[src/accel_window_feature_extractor_core_assert.svh]
// assertion macros used by the block's datapath rtl
`ifndef ACCEL_WINDOW_FEATURE_EXTRACTOR_CORE_ASSERT_SVH
`define ACCEL_WINDOW_FEATURE_EXTRACTOR_CORE_ASSERT_SVH

// same-cycle implication, checked out of reset
`define AWFE_ASSERT_IMPLY(label, clk, rst_n, ante, cons) \
    label: assert property (@(posedge clk) disable iff (!rst_n) (ante) |-> (cons)) \
        else $error("awfe check failed: same-cycle implication");

// next-cycle implication, checked out of reset
`define AWFE_ASSERT_NEXT(label, clk, rst_n, ante, cons) \
    label: assert property (@(posedge clk) disable iff (!rst_n) (ante) |=> (cons)) \
        else $error("awfe check failed: next-cycle implication");

`endif

[src/awfe_pkg.sv]
`default_nettype none
package awfe_pkg;

    localparam int AWFE_DEPTH_DEFAULT = 32;
    localparam int FILL_W             = 7;
    localparam int SAMPLE_W           = 16;
    localparam int SPAN_W             = 16;
    localparam int ENERGY_W           = 24;
    localparam int MEAN_W             = 18;
    localparam int AGE_W              = 6;

    localparam logic [1:0] OP_PUSH  = 2'd0;
    localparam logic [1:0] OP_FEAT  = 2'd1;
    localparam logic [1:0] OP_DUMP  = 2'd2;
    localparam logic [1:0] OP_RAW   = 2'd3;

    localparam logic STATUS_OK  = 1'b0;
    localparam logic STATUS_ERR = 1'b1;

    localparam logic signed [8:0] NORM_MAX = 9'sd127;
    localparam logic signed [8:0] NORM_MIN = -9'sd128;

    typedef struct packed {
        logic [1:0]                 opcode;
        logic signed [SAMPLE_W-1:0] accel_x;
        logic signed [SAMPLE_W-1:0] accel_y;
        logic signed [SAMPLE_W-1:0] accel_z;
        logic [AGE_W-1:0]           age_index;
    } in_item_t;

    typedef struct packed {
        logic                       status;
        logic [FILL_W-1:0]          fill_count;
        logic signed [SAMPLE_W-1:0] sample_x;
        logic signed [SAMPLE_W-1:0] sample_y;
        logic signed [SAMPLE_W-1:0] sample_z;
        logic [SPAN_W-1:0]          span_x;
        logic [SPAN_W-1:0]          span_y;
        logic [SPAN_W-1:0]          span_z;
        logic [SPAN_W-1:0]          largest_span;
        logic [ENERGY_W-1:0]        delta_energy;
        logic [MEAN_W-1:0]          mean_delta;
        logic                       last;
    } out_item_t;

    typedef enum logic [2:0] {
        RES_PUSH,
        RES_ERR,
        RES_FEAT,
        RES_RAW,
        RES_DUMP
    } res_kind_t;

    typedef enum logic [3:0] {
        S_IDLE,
        S_DECODE,
        S_FEAT_WALK,
        S_DIV_START,
        S_DIV_WAIT,
        S_DUMP_RD,
        S_DUMP_EMIT,
        S_EMIT_PUSH,
        S_EMIT_ERR,
        S_EMIT_RAW,
        S_EMIT_FEAT
    } state_t;

    // controller to datapath
    typedef struct packed {
        logic      take;
        logic      push;
        logic      walk_issue;
        logic      raw_issue;
        logic      div_start;
        logic      out_load;
        res_kind_t out_kind;
    } cmd_t;

    // datapath to controller
    typedef struct packed {
        logic       in_fire;
        logic [1:0] op;
        logic       empty;
        logic       full;
        logic       age_bad;
        logic       walk_done;
        logic       rd_pend;
        logic       out_free;
        logic       div_done;
    } stat_t;

endpackage
`default_nettype wire

[src/awfe_in_if.sv]
`default_nettype none
interface awfe_in_if;
    import awfe_pkg::*;

    logic     valid;
    logic     ready;
    in_item_t payload;

    modport source (output valid, output payload, input ready);
    modport sink (input valid, input payload, output ready);
endinterface
`default_nettype wire

[src/awfe_out_if.sv]
`default_nettype none
interface awfe_out_if;
    import awfe_pkg::*;

    logic      valid;
    logic      ready;
    out_item_t payload;

    modport source (output valid, output payload, input ready);
    modport sink (input valid, input payload, output ready);
endinterface
`default_nettype wire

[src/accel_window_feature_extractor_core.sv]
// Sliding window of the last DEPTH three-axis accelerometer samples with a
// one-request-at-a-time controller. A feature request walks the single-port
// sample memory one sample per cycle, then runs a 24-step bit-serial divider
// for the mean delta; a full-window dump alternates a memory read and an
// output load for each result, each load waiting until the output register
// is free. A new request is taken only once the previous one has loaded its
// last result into the output register; that result may still wait to be
// taken.
`default_nettype none
module accel_window_feature_extractor_core #(
    parameter int DEPTH = awfe_pkg::AWFE_DEPTH_DEFAULT
) (
    input  wire logic clk,
    input  wire logic rst_n,
    awfe_in_if.sink   in_ch,
    awfe_out_if.source out_ch
);
    import awfe_pkg::*;

    cmd_t  cmd;
    stat_t stat;

    awfe_ctrl u_ctrl (
        .clk   (clk),
        .rst_n (rst_n),
        .stat  (stat),
        .cmd   (cmd)
    );

    awfe_dp #(
        .DEPTH (DEPTH)
    ) u_dp (
        .clk    (clk),
        .rst_n  (rst_n),
        .in_ch  (in_ch),
        .out_ch (out_ch),
        .cmd    (cmd),
        .stat   (stat)
    );
endmodule
`default_nettype wire

[src/awfe_div.sv]
`default_nettype none
module awfe_div #(
    parameter int DIVISOR_W = 6
) (
    input  wire logic                           clk,
    input  wire logic                           rst_n,
    input  wire logic                           start,
    input  wire logic [awfe_pkg::ENERGY_W-1:0]  dividend,
    input  wire logic [DIVISOR_W-1:0]           divisor,
    output logic                                done,
    output logic [awfe_pkg::ENERGY_W-1:0]       quotient
);
    import awfe_pkg::*;

    localparam int STEP_W = $clog2(ENERGY_W);

    logic                 busy_reg, busy_next;
    logic                 done_reg, done_next;
    logic [STEP_W-1:0]    step_reg, step_next;
    logic [DIVISOR_W-1:0] rem_reg, rem_next;
    logic [ENERGY_W-1:0]  quo_reg, quo_next;
    logic [DIVISOR_W-1:0] div_reg, div_next;
    logic [DIVISOR_W:0]   trial;
    logic [DIVISOR_W:0]   diff;

    // one restoring step per cycle, quotient bits shift in from the right
    always_comb
    begin
        trial     = {rem_reg, quo_reg[ENERGY_W-1]};
        diff      = trial - {1'b0, div_reg};
        busy_next = busy_reg;
        done_next = 1'b0;
        step_next = step_reg;
        rem_next  = rem_reg;
        quo_next  = quo_reg;
        div_next  = div_reg;
        if (start)
        begin
            busy_next = 1'b1;
            step_next = '0;
            rem_next  = '0;
            quo_next  = dividend;
            div_next  = divisor;
        end
        else if (busy_reg)
        begin
            if (trial >= {1'b0, div_reg})
            begin
                rem_next = diff[DIVISOR_W-1:0];
                quo_next = {quo_reg[ENERGY_W-2:0], 1'b1};
            end
            else
            begin
                rem_next = trial[DIVISOR_W-1:0];
                quo_next = {quo_reg[ENERGY_W-2:0], 1'b0};
            end
            step_next = step_reg + 1'b1;
            if (step_reg == STEP_W'(ENERGY_W - 1))
            begin
                busy_next = 1'b0;
                done_next = 1'b1;
            end
        end
    end

    always_ff @(posedge clk or negedge rst_n)
    begin
        if (!rst_n)
        begin
            busy_reg <= 1'b0;
            done_reg <= 1'b0;
            step_reg <= '0;
        end
        else
        begin
            busy_reg <= busy_next;
            done_reg <= done_next;
            step_reg <= step_next;
        end
    end

    always_ff @(posedge clk)
    begin
        rem_reg <= rem_next;
        quo_reg <= quo_next;
        div_reg <= div_next;
    end

    assign done     = done_reg;
    assign quotient = quo_reg;
endmodule
`default_nettype wire

[src/awfe_ctrl.sv]
`default_nettype none
module awfe_ctrl (
    input  wire logic           clk,
    input  wire logic           rst_n,
    input  wire awfe_pkg::stat_t stat,
    output awfe_pkg::cmd_t      cmd
);
    import awfe_pkg::*;

    state_t state_reg, state_next;

    // next state
    always_comb
    begin
        state_next = state_reg;
        unique case (state_reg)
            S_IDLE:
                if (stat.in_fire)
                    state_next = S_DECODE;
            S_DECODE:
            begin
                unique case (stat.op)
                    OP_PUSH: state_next = S_EMIT_PUSH;
                    OP_FEAT: state_next = stat.empty ? S_EMIT_ERR : S_FEAT_WALK;
                    OP_DUMP: state_next = stat.full ? S_DUMP_RD : S_EMIT_ERR;
                    OP_RAW:  state_next = stat.age_bad ? S_EMIT_ERR : S_EMIT_RAW;
                    default: state_next = S_EMIT_ERR;
                endcase
            end
            S_FEAT_WALK:
                if (stat.walk_done && !stat.rd_pend)
                    state_next = S_DIV_START;
            S_DIV_START:
                state_next = S_DIV_WAIT;
            S_DIV_WAIT:
                if (stat.div_done)
                    state_next = S_EMIT_FEAT;
            S_DUMP_RD:
                state_next = S_DUMP_EMIT;
            S_DUMP_EMIT:
                if (stat.out_free)
                    state_next = stat.walk_done ? S_IDLE : S_DUMP_RD;
            S_EMIT_PUSH, S_EMIT_ERR, S_EMIT_RAW, S_EMIT_FEAT:
                if (stat.out_free)
                    state_next = S_IDLE;
            default:
                state_next = S_IDLE;
        endcase
    end

    // commands
    always_comb
    begin
        cmd          = '0;
        cmd.out_kind = RES_ERR;
        unique case (state_reg)
            S_IDLE:
                cmd.take = 1'b1;
            S_DECODE:
            begin
                cmd.push      = (stat.op == OP_PUSH);
                cmd.raw_issue = (stat.op == OP_RAW) && !stat.age_bad;
            end
            S_FEAT_WALK:
                cmd.walk_issue = !stat.walk_done;
            S_DIV_START:
                cmd.div_start = 1'b1;
            S_DIV_WAIT:
                cmd.div_start = 1'b0;
            S_DUMP_RD:
                cmd.walk_issue = 1'b1;
            S_DUMP_EMIT:
            begin
                cmd.out_load = stat.out_free;
                cmd.out_kind = RES_DUMP;
            end
            S_EMIT_PUSH:
            begin
                cmd.out_load = stat.out_free;
                cmd.out_kind = RES_PUSH;
            end
            S_EMIT_ERR:
            begin
                cmd.out_load = stat.out_free;
                cmd.out_kind = RES_ERR;
            end
            S_EMIT_RAW:
            begin
                cmd.out_load = stat.out_free;
                cmd.out_kind = RES_RAW;
            end
            S_EMIT_FEAT:
            begin
                cmd.out_load = stat.out_free;
                cmd.out_kind = RES_FEAT;
            end
            default:
                cmd.take = 1'b0;
        endcase
    end

    always_ff @(posedge clk or negedge rst_n)
    begin
        if (!rst_n)
            state_reg <= S_IDLE;
        else
            state_reg <= state_next;
    end
endmodule
`default_nettype wire

[src/awfe_dp.sv]
`default_nettype none
`include "accel_window_feature_extractor_core_assert.svh"
module awfe_dp #(
    parameter int DEPTH = awfe_pkg::AWFE_DEPTH_DEFAULT
) (
    input  wire logic            clk,
    input  wire logic            rst_n,
    awfe_in_if.sink              in_ch,
    awfe_out_if.source           out_ch,
    input  wire awfe_pkg::cmd_t  cmd,
    output awfe_pkg::stat_t      stat
);
    import awfe_pkg::*;

    localparam int SLOT_W = $clog2(DEPTH);
    localparam int CNT_W  = $clog2(DEPTH + 1);
    localparam int WORD_W = 3 * SAMPLE_W;

    typedef logic signed [SAMPLE_W-1:0] smp_t;

    // sample store, no reset
    logic [WORD_W-1:0] mem [DEPTH];
    logic [WORD_W-1:0] rd_data_reg;

    in_item_t          item_reg;
    logic [CNT_W-1:0]  count_reg, count_next;
    logic [SLOT_W-1:0] oldest_reg, oldest_next;
    logic [CNT_W-1:0]  walk_reg, walk_next;
    logic              rd_valid_reg, rd_first_reg;
    logic              out_valid_reg;
    out_item_t         out_reg, out_next;

    smp_t              mn_reg [3];
    smp_t              mx_reg [3];
    smp_t              prev_reg [3];
    smp_t              base_reg [3];
    logic [ENERGY_W-1:0] energy_reg, energy_next;

    logic              in_fire, out_fire, full;
    logic [CNT_W-1:0]  age;
    logic [CNT_W:0]    slot_sum;
    logic [SLOT_W-1:0] slot;
    logic              rd_en;
    smp_t              rd_smp [3];
    smp_t              base_sel [3];
    logic [SPAN_W-1:0] span [3];
    logic [SPAN_W-1:0] best;
    logic [ENERGY_W-1:0] step_sum;
    logic              div_done;
    logic [ENERGY_W-1:0] quotient;
    logic [CNT_W-1:0]  divisor_full;

    assign in_fire  = in_ch.valid && cmd.take;
    assign out_fire = out_valid_reg && out_ch.ready;
    assign full     = (count_reg == CNT_W'(DEPTH));
    assign in_ch.ready = cmd.take;

    // status back to the controller
    always_comb
    begin
        stat.in_fire   = in_fire;
        stat.op        = item_reg.opcode;
        stat.empty     = (count_reg == '0);
        stat.full      = full;
        stat.age_bad   = ({1'b0, item_reg.age_index} >= FILL_W'(count_reg));
        stat.walk_done = (walk_reg == count_reg);
        stat.rd_pend   = rd_valid_reg;
        stat.out_free  = !out_valid_reg || out_ch.ready;
        stat.div_done  = div_done;
    end

    always_ff @(posedge clk)
    begin
        if (in_fire)
            item_reg <= in_ch.payload;
    end

    // age to slot, sum stays below twice the depth
    always_comb
    begin
        if (cmd.push)
            age = count_reg;
        else if (cmd.raw_issue)
            age = CNT_W'(item_reg.age_index);
        else
            age = walk_reg;
        slot_sum = {1'b0, CNT_W'(oldest_reg)} + {1'b0, age};
        if (slot_sum >= (CNT_W + 1)'(DEPTH))
            slot_sum = slot_sum - (CNT_W + 1)'(DEPTH);
        slot = slot_sum[SLOT_W-1:0];
    end

    // push bookkeeping, full window overwrites the oldest slot
    always_comb
    begin
        count_next  = count_reg;
        oldest_next = oldest_reg;
        if (cmd.push)
        begin
            if (!full)
                count_next = count_reg + 1'b1;
            else if (oldest_reg == SLOT_W'(DEPTH - 1))
                oldest_next = '0;
            else
                oldest_next = oldest_reg + 1'b1;
        end
    end

    assign rd_en     = cmd.walk_issue || cmd.raw_issue;
    assign walk_next = in_fire ? '0 : (cmd.walk_issue ? walk_reg + 1'b1 : walk_reg);

    always_ff @(posedge clk)
    begin
        if (cmd.push)
            mem[full ? oldest_reg : slot] <= {item_reg.accel_x, item_reg.accel_y,
                                              item_reg.accel_z};
        if (rd_en)
            rd_data_reg <= mem[cmd.push ? oldest_reg : slot];
    end

    always_ff @(posedge clk or negedge rst_n)
    begin
        if (!rst_n)
        begin
            count_reg     <= '0;
            oldest_reg    <= '0;
            walk_reg      <= '0;
            rd_valid_reg  <= 1'b0;
            rd_first_reg  <= 1'b0;
            out_valid_reg <= 1'b0;
        end
        else
        begin
            count_reg     <= count_next;
            oldest_reg    <= oldest_next;
            walk_reg      <= walk_next;
            rd_valid_reg  <= cmd.walk_issue;
            rd_first_reg  <= cmd.walk_issue && (walk_reg == '0);
            if (cmd.out_load)
                out_valid_reg <= 1'b1;
            else if (out_fire)
                out_valid_reg <= 1'b0;
        end
    end

    assign rd_smp[0] = rd_data_reg[3*SAMPLE_W-1:2*SAMPLE_W];
    assign rd_smp[1] = rd_data_reg[2*SAMPLE_W-1:SAMPLE_W];
    assign rd_smp[2] = rd_data_reg[SAMPLE_W-1:0];

    // feature accumulation over the walk
    always_comb
    begin
        logic signed [SAMPLE_W:0] d;
        step_sum = '0;
        for (int a = 0; a < 3; a++)
        begin
            d = {rd_smp[a][SAMPLE_W-1], rd_smp[a]} - {prev_reg[a][SAMPLE_W-1], prev_reg[a]};
            step_sum = step_sum + ENERGY_W'(d[SAMPLE_W] ? -d : d);
        end
        energy_next = energy_reg;
        if (rd_valid_reg)
            energy_next = rd_first_reg ? '0 : energy_reg + step_sum;
    end

    always_ff @(posedge clk)
    begin
        energy_reg <= energy_next;
        for (int a = 0; a < 3; a++)
        begin
            if (rd_valid_reg)
            begin
                prev_reg[a] <= rd_smp[a];
                if (rd_first_reg || rd_smp[a] < mn_reg[a])
                    mn_reg[a] <= rd_smp[a];
                if (rd_first_reg || rd_smp[a] > mx_reg[a])
                    mx_reg[a] <= rd_smp[a];
            end
            if (cmd.out_load && cmd.out_kind == RES_DUMP && walk_reg == CNT_W'(1))
                base_reg[a] <= rd_smp[a];
        end
    end

    // mean of the deltas
    assign divisor_full = count_reg - 1'b1;

    awfe_div #(
        .DIVISOR_W (CNT_W)
    ) u_div (
        .clk      (clk),
        .rst_n    (rst_n),
        .start    (cmd.div_start),
        .dividend (energy_reg),
        .divisor  (divisor_full),
        .done     (div_done),
        .quotient (quotient)
    );

    // result assembly
    always_comb
    begin
        logic signed [SAMPLE_W:0] dd;
        logic signed [8:0]        q;
        smp_t                     nv [3];
        best = '0;
        for (int a = 0; a < 3; a++)
        begin
            span[a] = SPAN_W'(mx_reg[a] - mn_reg[a]);
            if (span[a] > best)
                best = span[a];
            base_sel[a] = (walk_reg == CNT_W'(1)) ? rd_smp[a] : base_reg[a];
            dd = {rd_smp[a][SAMPLE_W-1], rd_smp[a]} - {base_sel[a][SAMPLE_W-1], base_sel[a]};
            q  = dd[SAMPLE_W:8];
            if (dd[SAMPLE_W] && dd[7:0] != '0)
                q = q + 9'sd1;
            if (q > NORM_MAX)
                q = NORM_MAX;
            else if (q < NORM_MIN)
                q = NORM_MIN;
            nv[a] = SAMPLE_W'(q);
        end

        out_next            = '0;
        out_next.fill_count = FILL_W'(count_reg);
        out_next.last       = 1'b1;
        out_next.status     = STATUS_OK;
        unique case (cmd.out_kind)
            RES_PUSH:
                out_next.status = STATUS_OK;
            RES_ERR:
                out_next.status = STATUS_ERR;
            RES_RAW:
            begin
                out_next.sample_x = rd_smp[0];
                out_next.sample_y = rd_smp[1];
                out_next.sample_z = rd_smp[2];
            end
            RES_DUMP:
            begin
                out_next.sample_x = nv[0];
                out_next.sample_y = nv[1];
                out_next.sample_z = nv[2];
                out_next.last     = (walk_reg == count_reg);
            end
            RES_FEAT:
            begin
                out_next.span_x       = span[0];
                out_next.span_y       = span[1];
                out_next.span_z       = span[2];
                out_next.largest_span = best;
                out_next.delta_energy = energy_reg;
                out_next.mean_delta   = (count_reg == CNT_W'(1)) ? '0 : quotient[MEAN_W-1:0];
            end
            default:
                out_next.status = STATUS_ERR;
        endcase
    end

    always_ff @(posedge clk)
    begin
        if (cmd.out_load)
            out_reg <= out_next;
    end

    assign out_ch.valid   = out_valid_reg;
    assign out_ch.payload = out_reg;

    `AWFE_ASSERT_IMPLY(a_count_bound, clk, rst_n, 1'b1, count_reg <= CNT_W'(DEPTH))
    `AWFE_ASSERT_IMPLY(a_oldest_until_full, clk, rst_n, !full, oldest_reg == '0)
    `AWFE_ASSERT_NEXT(a_push_grows, clk, rst_n, cmd.push && !full,
        count_reg == $past(count_reg) + 1'b1)
    `AWFE_ASSERT_IMPLY(a_load_free, clk, rst_n, cmd.out_load, !out_valid_reg || out_ch.ready)
endmodule
`default_nettype wire
[src/flat_wrapper.sv]
// flat-port wrapper written by rule: the top's interface ports become plain ports
module accel_window_feature_extractor_core_flat import awfe_pkg::*;
#(
    parameter int DEPTH = awfe_pkg::AWFE_DEPTH_DEFAULT
)
  (clk, rst_n, in_ch_valid, in_ch_payload, in_ch_ready, out_ch_valid, out_ch_payload, out_ch_ready);
  awfe_in_if in_ch_i ();
  awfe_out_if out_ch_i ();
  input  wire logic clk;
  input  wire logic rst_n;
  input wire logic [$bits(in_ch_i.valid)-1:0] in_ch_valid;
  input wire logic [$bits(in_ch_i.payload)-1:0] in_ch_payload;
  output wire logic [$bits(in_ch_i.ready)-1:0] in_ch_ready;
  output wire logic [$bits(out_ch_i.valid)-1:0] out_ch_valid;
  output wire logic [$bits(out_ch_i.payload)-1:0] out_ch_payload;
  input wire logic [$bits(out_ch_i.ready)-1:0] out_ch_ready;
  assign in_ch_i.valid = in_ch_valid;
  assign in_ch_i.payload = in_ch_payload;
  assign in_ch_ready = in_ch_i.ready;
  assign out_ch_valid = out_ch_i.valid;
  assign out_ch_payload = out_ch_i.payload;
  assign out_ch_i.ready = out_ch_ready;
  accel_window_feature_extractor_core #(.DEPTH(DEPTH)) u_core (.clk(clk), .rst_n(rst_n), .in_ch(in_ch_i), .out_ch(out_ch_i));
endmodule
[config.mk]
export PLATFORM = sky130hd
export DESIGN_NAME = accel_window_feature_extractor_core_flat
export DESIGN_NICKNAME = d
export VERILOG_FILES = /design/src/awfe_pkg.sv /design/src/awfe_in_if.sv /design/src/awfe_out_if.sv /design/src/accel_window_feature_extractor_core.sv /design/src/awfe_div.sv /design/src/awfe_ctrl.sv /design/src/awfe_dp.sv /design/src/flat_wrapper.sv
export VERILOG_INCLUDE_DIRS = /design/src /design/src/src
export SDC_FILE = /design/constraint.sdc
export NUM_CORES = 2
export LEC_CHECK = 0
export ABC_AREA = 1
export BUFFER_PORTS_ARGS = -buffer_cell sky130_fd_sc_hd__buf_4
export CAP_MARGIN = 10
export CORE_ASPECT_RATIO = 0.6
export CORE_MARGIN = 2
export CORE_UTILIZATION = 25
export DETAILED_ROUTE_END_ITERATION = 12
export PLACE_DENSITY = 0.45
export SLEW_MARGIN = 20
export SYNTH_ARGS = -nofsm -noshare
export SYNTH_HDL_FRONTEND = slang
export SYNTH_SLANG_ARGS = --single-unit
[constraint.sdc]
create_clock -name clk -period 22.4 [get_ports clk]
set_input_delay 1.12 -clock clk [delete_from_list [all_inputs] [get_ports clk]]
set_output_delay 1.12 -clock clk [all_outputs]
set_load 0.005 [all_outputs]
==> flow_summary_export.csv <==
group,metric,value,unit
floorplanning,die_x,806,µm
setup_path,endpoint_kind,"flop",
setup_path,rr_startpoint,"u_core.u_dp.count_reg[3]",
clock_network,clk_path_buf_depth,4,
sta,finalSetupViolCount,0,
setup_path,crit_buf_inv,9,
sta,max_freq,125,MHz
synth,muxShareOfSynthArea,0.259,%
setup_path,crit_arrival,8.74,ns
setup_path,path_class,"reg -> reg",
routing,vias,68300,
finish,largest_register_ff_count,1536,
synth,synth_area,96500,µm²
setup_path,required,23.15,ns
global_route,antenna_found_initial,26,
global_route,grt_max_degree,191,
sta,skew,0.0846,ns
place,hpwlAfterDp,203,mm
clock_network,ctsHoldBuffers,0,
finish,fin_util,29.0,%
routing,ant_nets,0,
clock_network,cts-resized-gates,0,
setup_path,reg2reg_depth,26,
synth,yosysSeqAreaShare,64.7,%
global_route,grt_pass1_vias,64500,
setup_path,r2r_setup_slack,14.41,ns
floorplanning,coreArea,384000,µm²
clock_network,worstSkewPairLatency,0.89,ns
synth,synth_most_common_cell,"edfxtp_1",
sta,fin_setup_tns,0,ns
synth,syn_inst,8765,
finish,fillers,39300,
routing,wire_per_inst,23.0,µm
synth,avgSynthCellArea,11.0,µm²
synth,synthFlopType,"edfxtp_1",
clock_network,cts_made_buffers,201,
synth,yosys-top-cells-count,"edfxtp_1 (2048), nand2_1 (1239), nor2_1 (1133)",
synth,yosys-top-cells-area,"edfxtp_1 (64%), nand2_1 (4.8%), o21ai_0 (4.7%)",
setup_path,crit_slowest_cell,"buf_4",
routing,drc_errors,0,
clock_network,cts-root-buf,"clkbuf_16",
sta,worst_pin_slew,1.15,ns
finish,drive_above_1_share,8.15,%
finish,syn2layout_area_growth,15.3,%
synth,synth_edf_count,2048,
sta,finalCritPeriodShare,35.7,%
routing,dr.pass1.iters,6,
place,gp_congestion,0.860,
run_status,status,"finished clean",
synth,synth.distinct_cells,55,
synth,synthArstFlopShare,1.49,%
clock_network,cts_tree,"done",
synth,synth_warnings,0,
synth,synth_xor_xnor_area_share,1.28,%
job,maxCapViolations,0,
setup_path,cp_top_family,"buffers and inverters",
synth,synth_top_cell_area_share,63.7,%
floorplanning,dieArea,391000,µm²
routing,vias_per_cell,4.76,
sta,final_max_slew_viol_count,0,
setup_path,max_stage_delay,0.90,ns
clock_network,cts_setup_buffers,0,
sta,grt_setup_unrepaired,"no",
global_route,grt_pass1_wl,471,mm
clock_network,clkTransAtPathRegs,0.07,ns
synth,synth_top_family_by_area,"simple AND/OR/NAND/NOR gates",
floorplanning,rows,176,
global_route,grt_use_total,16.3,%
place,io_buffer_count,223,
setup_path,r2r-end,"u_core.u_dp.rd_data_reg[22]",
routing,drt_iter0_drc,7895,
global_route,grt_overflow_total,0,
clock_network,clock-sinks,2085,
finish,layout.nets,9460,
setup_path,crit_fanout,178,
sta,hold_viol_final,0,
worst_hold_path,hold_path.class,"in -> async",
floorplanning,ioPinCount,225,
synth,synth_compound_area_share,10.2,%
setup_path,startpoint_type,"flop",
sta,relSlewSlack,23.3,%
routing,routed_wl,330,mm
floorplanning,start_util,25.1,%
synth,synthAdderAreaFrac,5.34,%
synth,ys_ff_latch,2085,
floorplanning,die_y,485,µm
synth,synth_top_area_cell,"edfxtp_1",
clock_network,h-tree-depth,4,
sta,fin_crit,7.99,ns
synth,yosys.area_share.simple,13.2,%
-- metal layers --
metal / share of wire (%) / vias up / routed length [µm] / global-route usage, %
met5: 0.0064 / - / 21 / 0
met4: 1.8 / 4 / 5800 / 2.95
met1: 52 / 34400 / 171000 / 26.6
met3: 6.7 / 334 / 21900 / 2.32
li1: - / 31200 / - / -
met2: 40 / 2347 / 131000 / 22.5
-- cells in the final DEF, fill, tap and decap left out, types with 8 or more instances in the layout --
master / instances
nand2_1: 1236
clkinvlp_4: 9
a21o_1: 11
nor2_4: 36
xnor2_1: 39
o21ai_0: 915
o21a_1: 17
nor2_1: 1096
nor4_1: 8
fa_1: 57
o21bai_1: 59
o211ai_1: 64
a31oi_1: 9
nor3_1: 48
mux2i_1: 25
a21oi_1: 328
inv_1: 834
o21ai_1: 189
edfxtp_1: 2048
dfrtp_1: 30
clkinv_1: 57
clkinv_2: 22
nand3_1: 553
ha_1: 321
conb_1: 19
clkbuf_16: 202
clkbuf_1: 31
and2_1: 9
o22ai_1: 198
nand4_1: 62
nand3b_1: 22
bufinv_16: 21
buf_4: 394
buf_8: 12
xor2_1: 102
-- cells by family after synthesis --
logic type | count (synthesis)
XOR/XNOR | 141
adder cells (fa/ha/maj) | 378
buffers and inverters | 1220
flip-flops | 2085
AO/OA/AOI/OAI | 1820
multiplexers | 25
other | 1
AND/OR/NAND/NOR | 3095
-- through the flow --
step | hold WS [ns] | std cells | cell area, µm² | setup slack (ns)
detailed placement | 0.488 | 14000 | 105000 | 14.54
finish | 0.190 | 14300 | 111000 | 14.41
floorplan | 0.423 | 8783 | 96600 | 13.83
CTS | 0.141 | 14300 | 111000 | 14.60
global placement | 0.491 | 14000 | 105000 | 14.56
global route | 0.194 | 14300 | 111000 | 13.82
-- final cells by class --
class                           count  area (µm²)  share of cell area, %
Clock buffer                      233        5170                   4.65
Tap cell                         5162        6460                   5.81
Antenna cell                        2        5.00                0.00450
Inverter                          847        3220                   2.89
Sequential cell                  2085       62400                   56.1
Timing Repair Buffer              409        3210                   2.88
Clock inverter                    116        1150                   1.04
Multi-Input combinational cell   5478       29600                   26.6
-- worst max-delay path by stage --
| stage | from | end | cells after the start |
|---|---|---|---|
| final | u_core.u_dp.count_reg[3] | u_core.u_dp.rd_data_reg[22] | 26 |
| after global routing | u_core.u_dp.count_reg[3] | u_core.u_dp.rd_data_reg[28] | 28 |
| after CTS | u_core.u_dp.count_reg[3] | u_core.u_dp.rd_data_reg[22] | 26 |
| after detailed placement | u_core.u_dp.count_reg[3] | u_core.u_dp.rd_data_reg[22] | 26 |
| after global placement | u_core.u_dp.count_reg[3] | u_core.u_dp.rd_data_reg[24] | 28 |
| after floorplan | out_ch_ready | u_core.u_dp.out_ch.payload[0] | 2 |
Power is left out: the tool's default activity adds up to more than one toggle a clock period on the data nets, which glitch-free logic cannot reach.
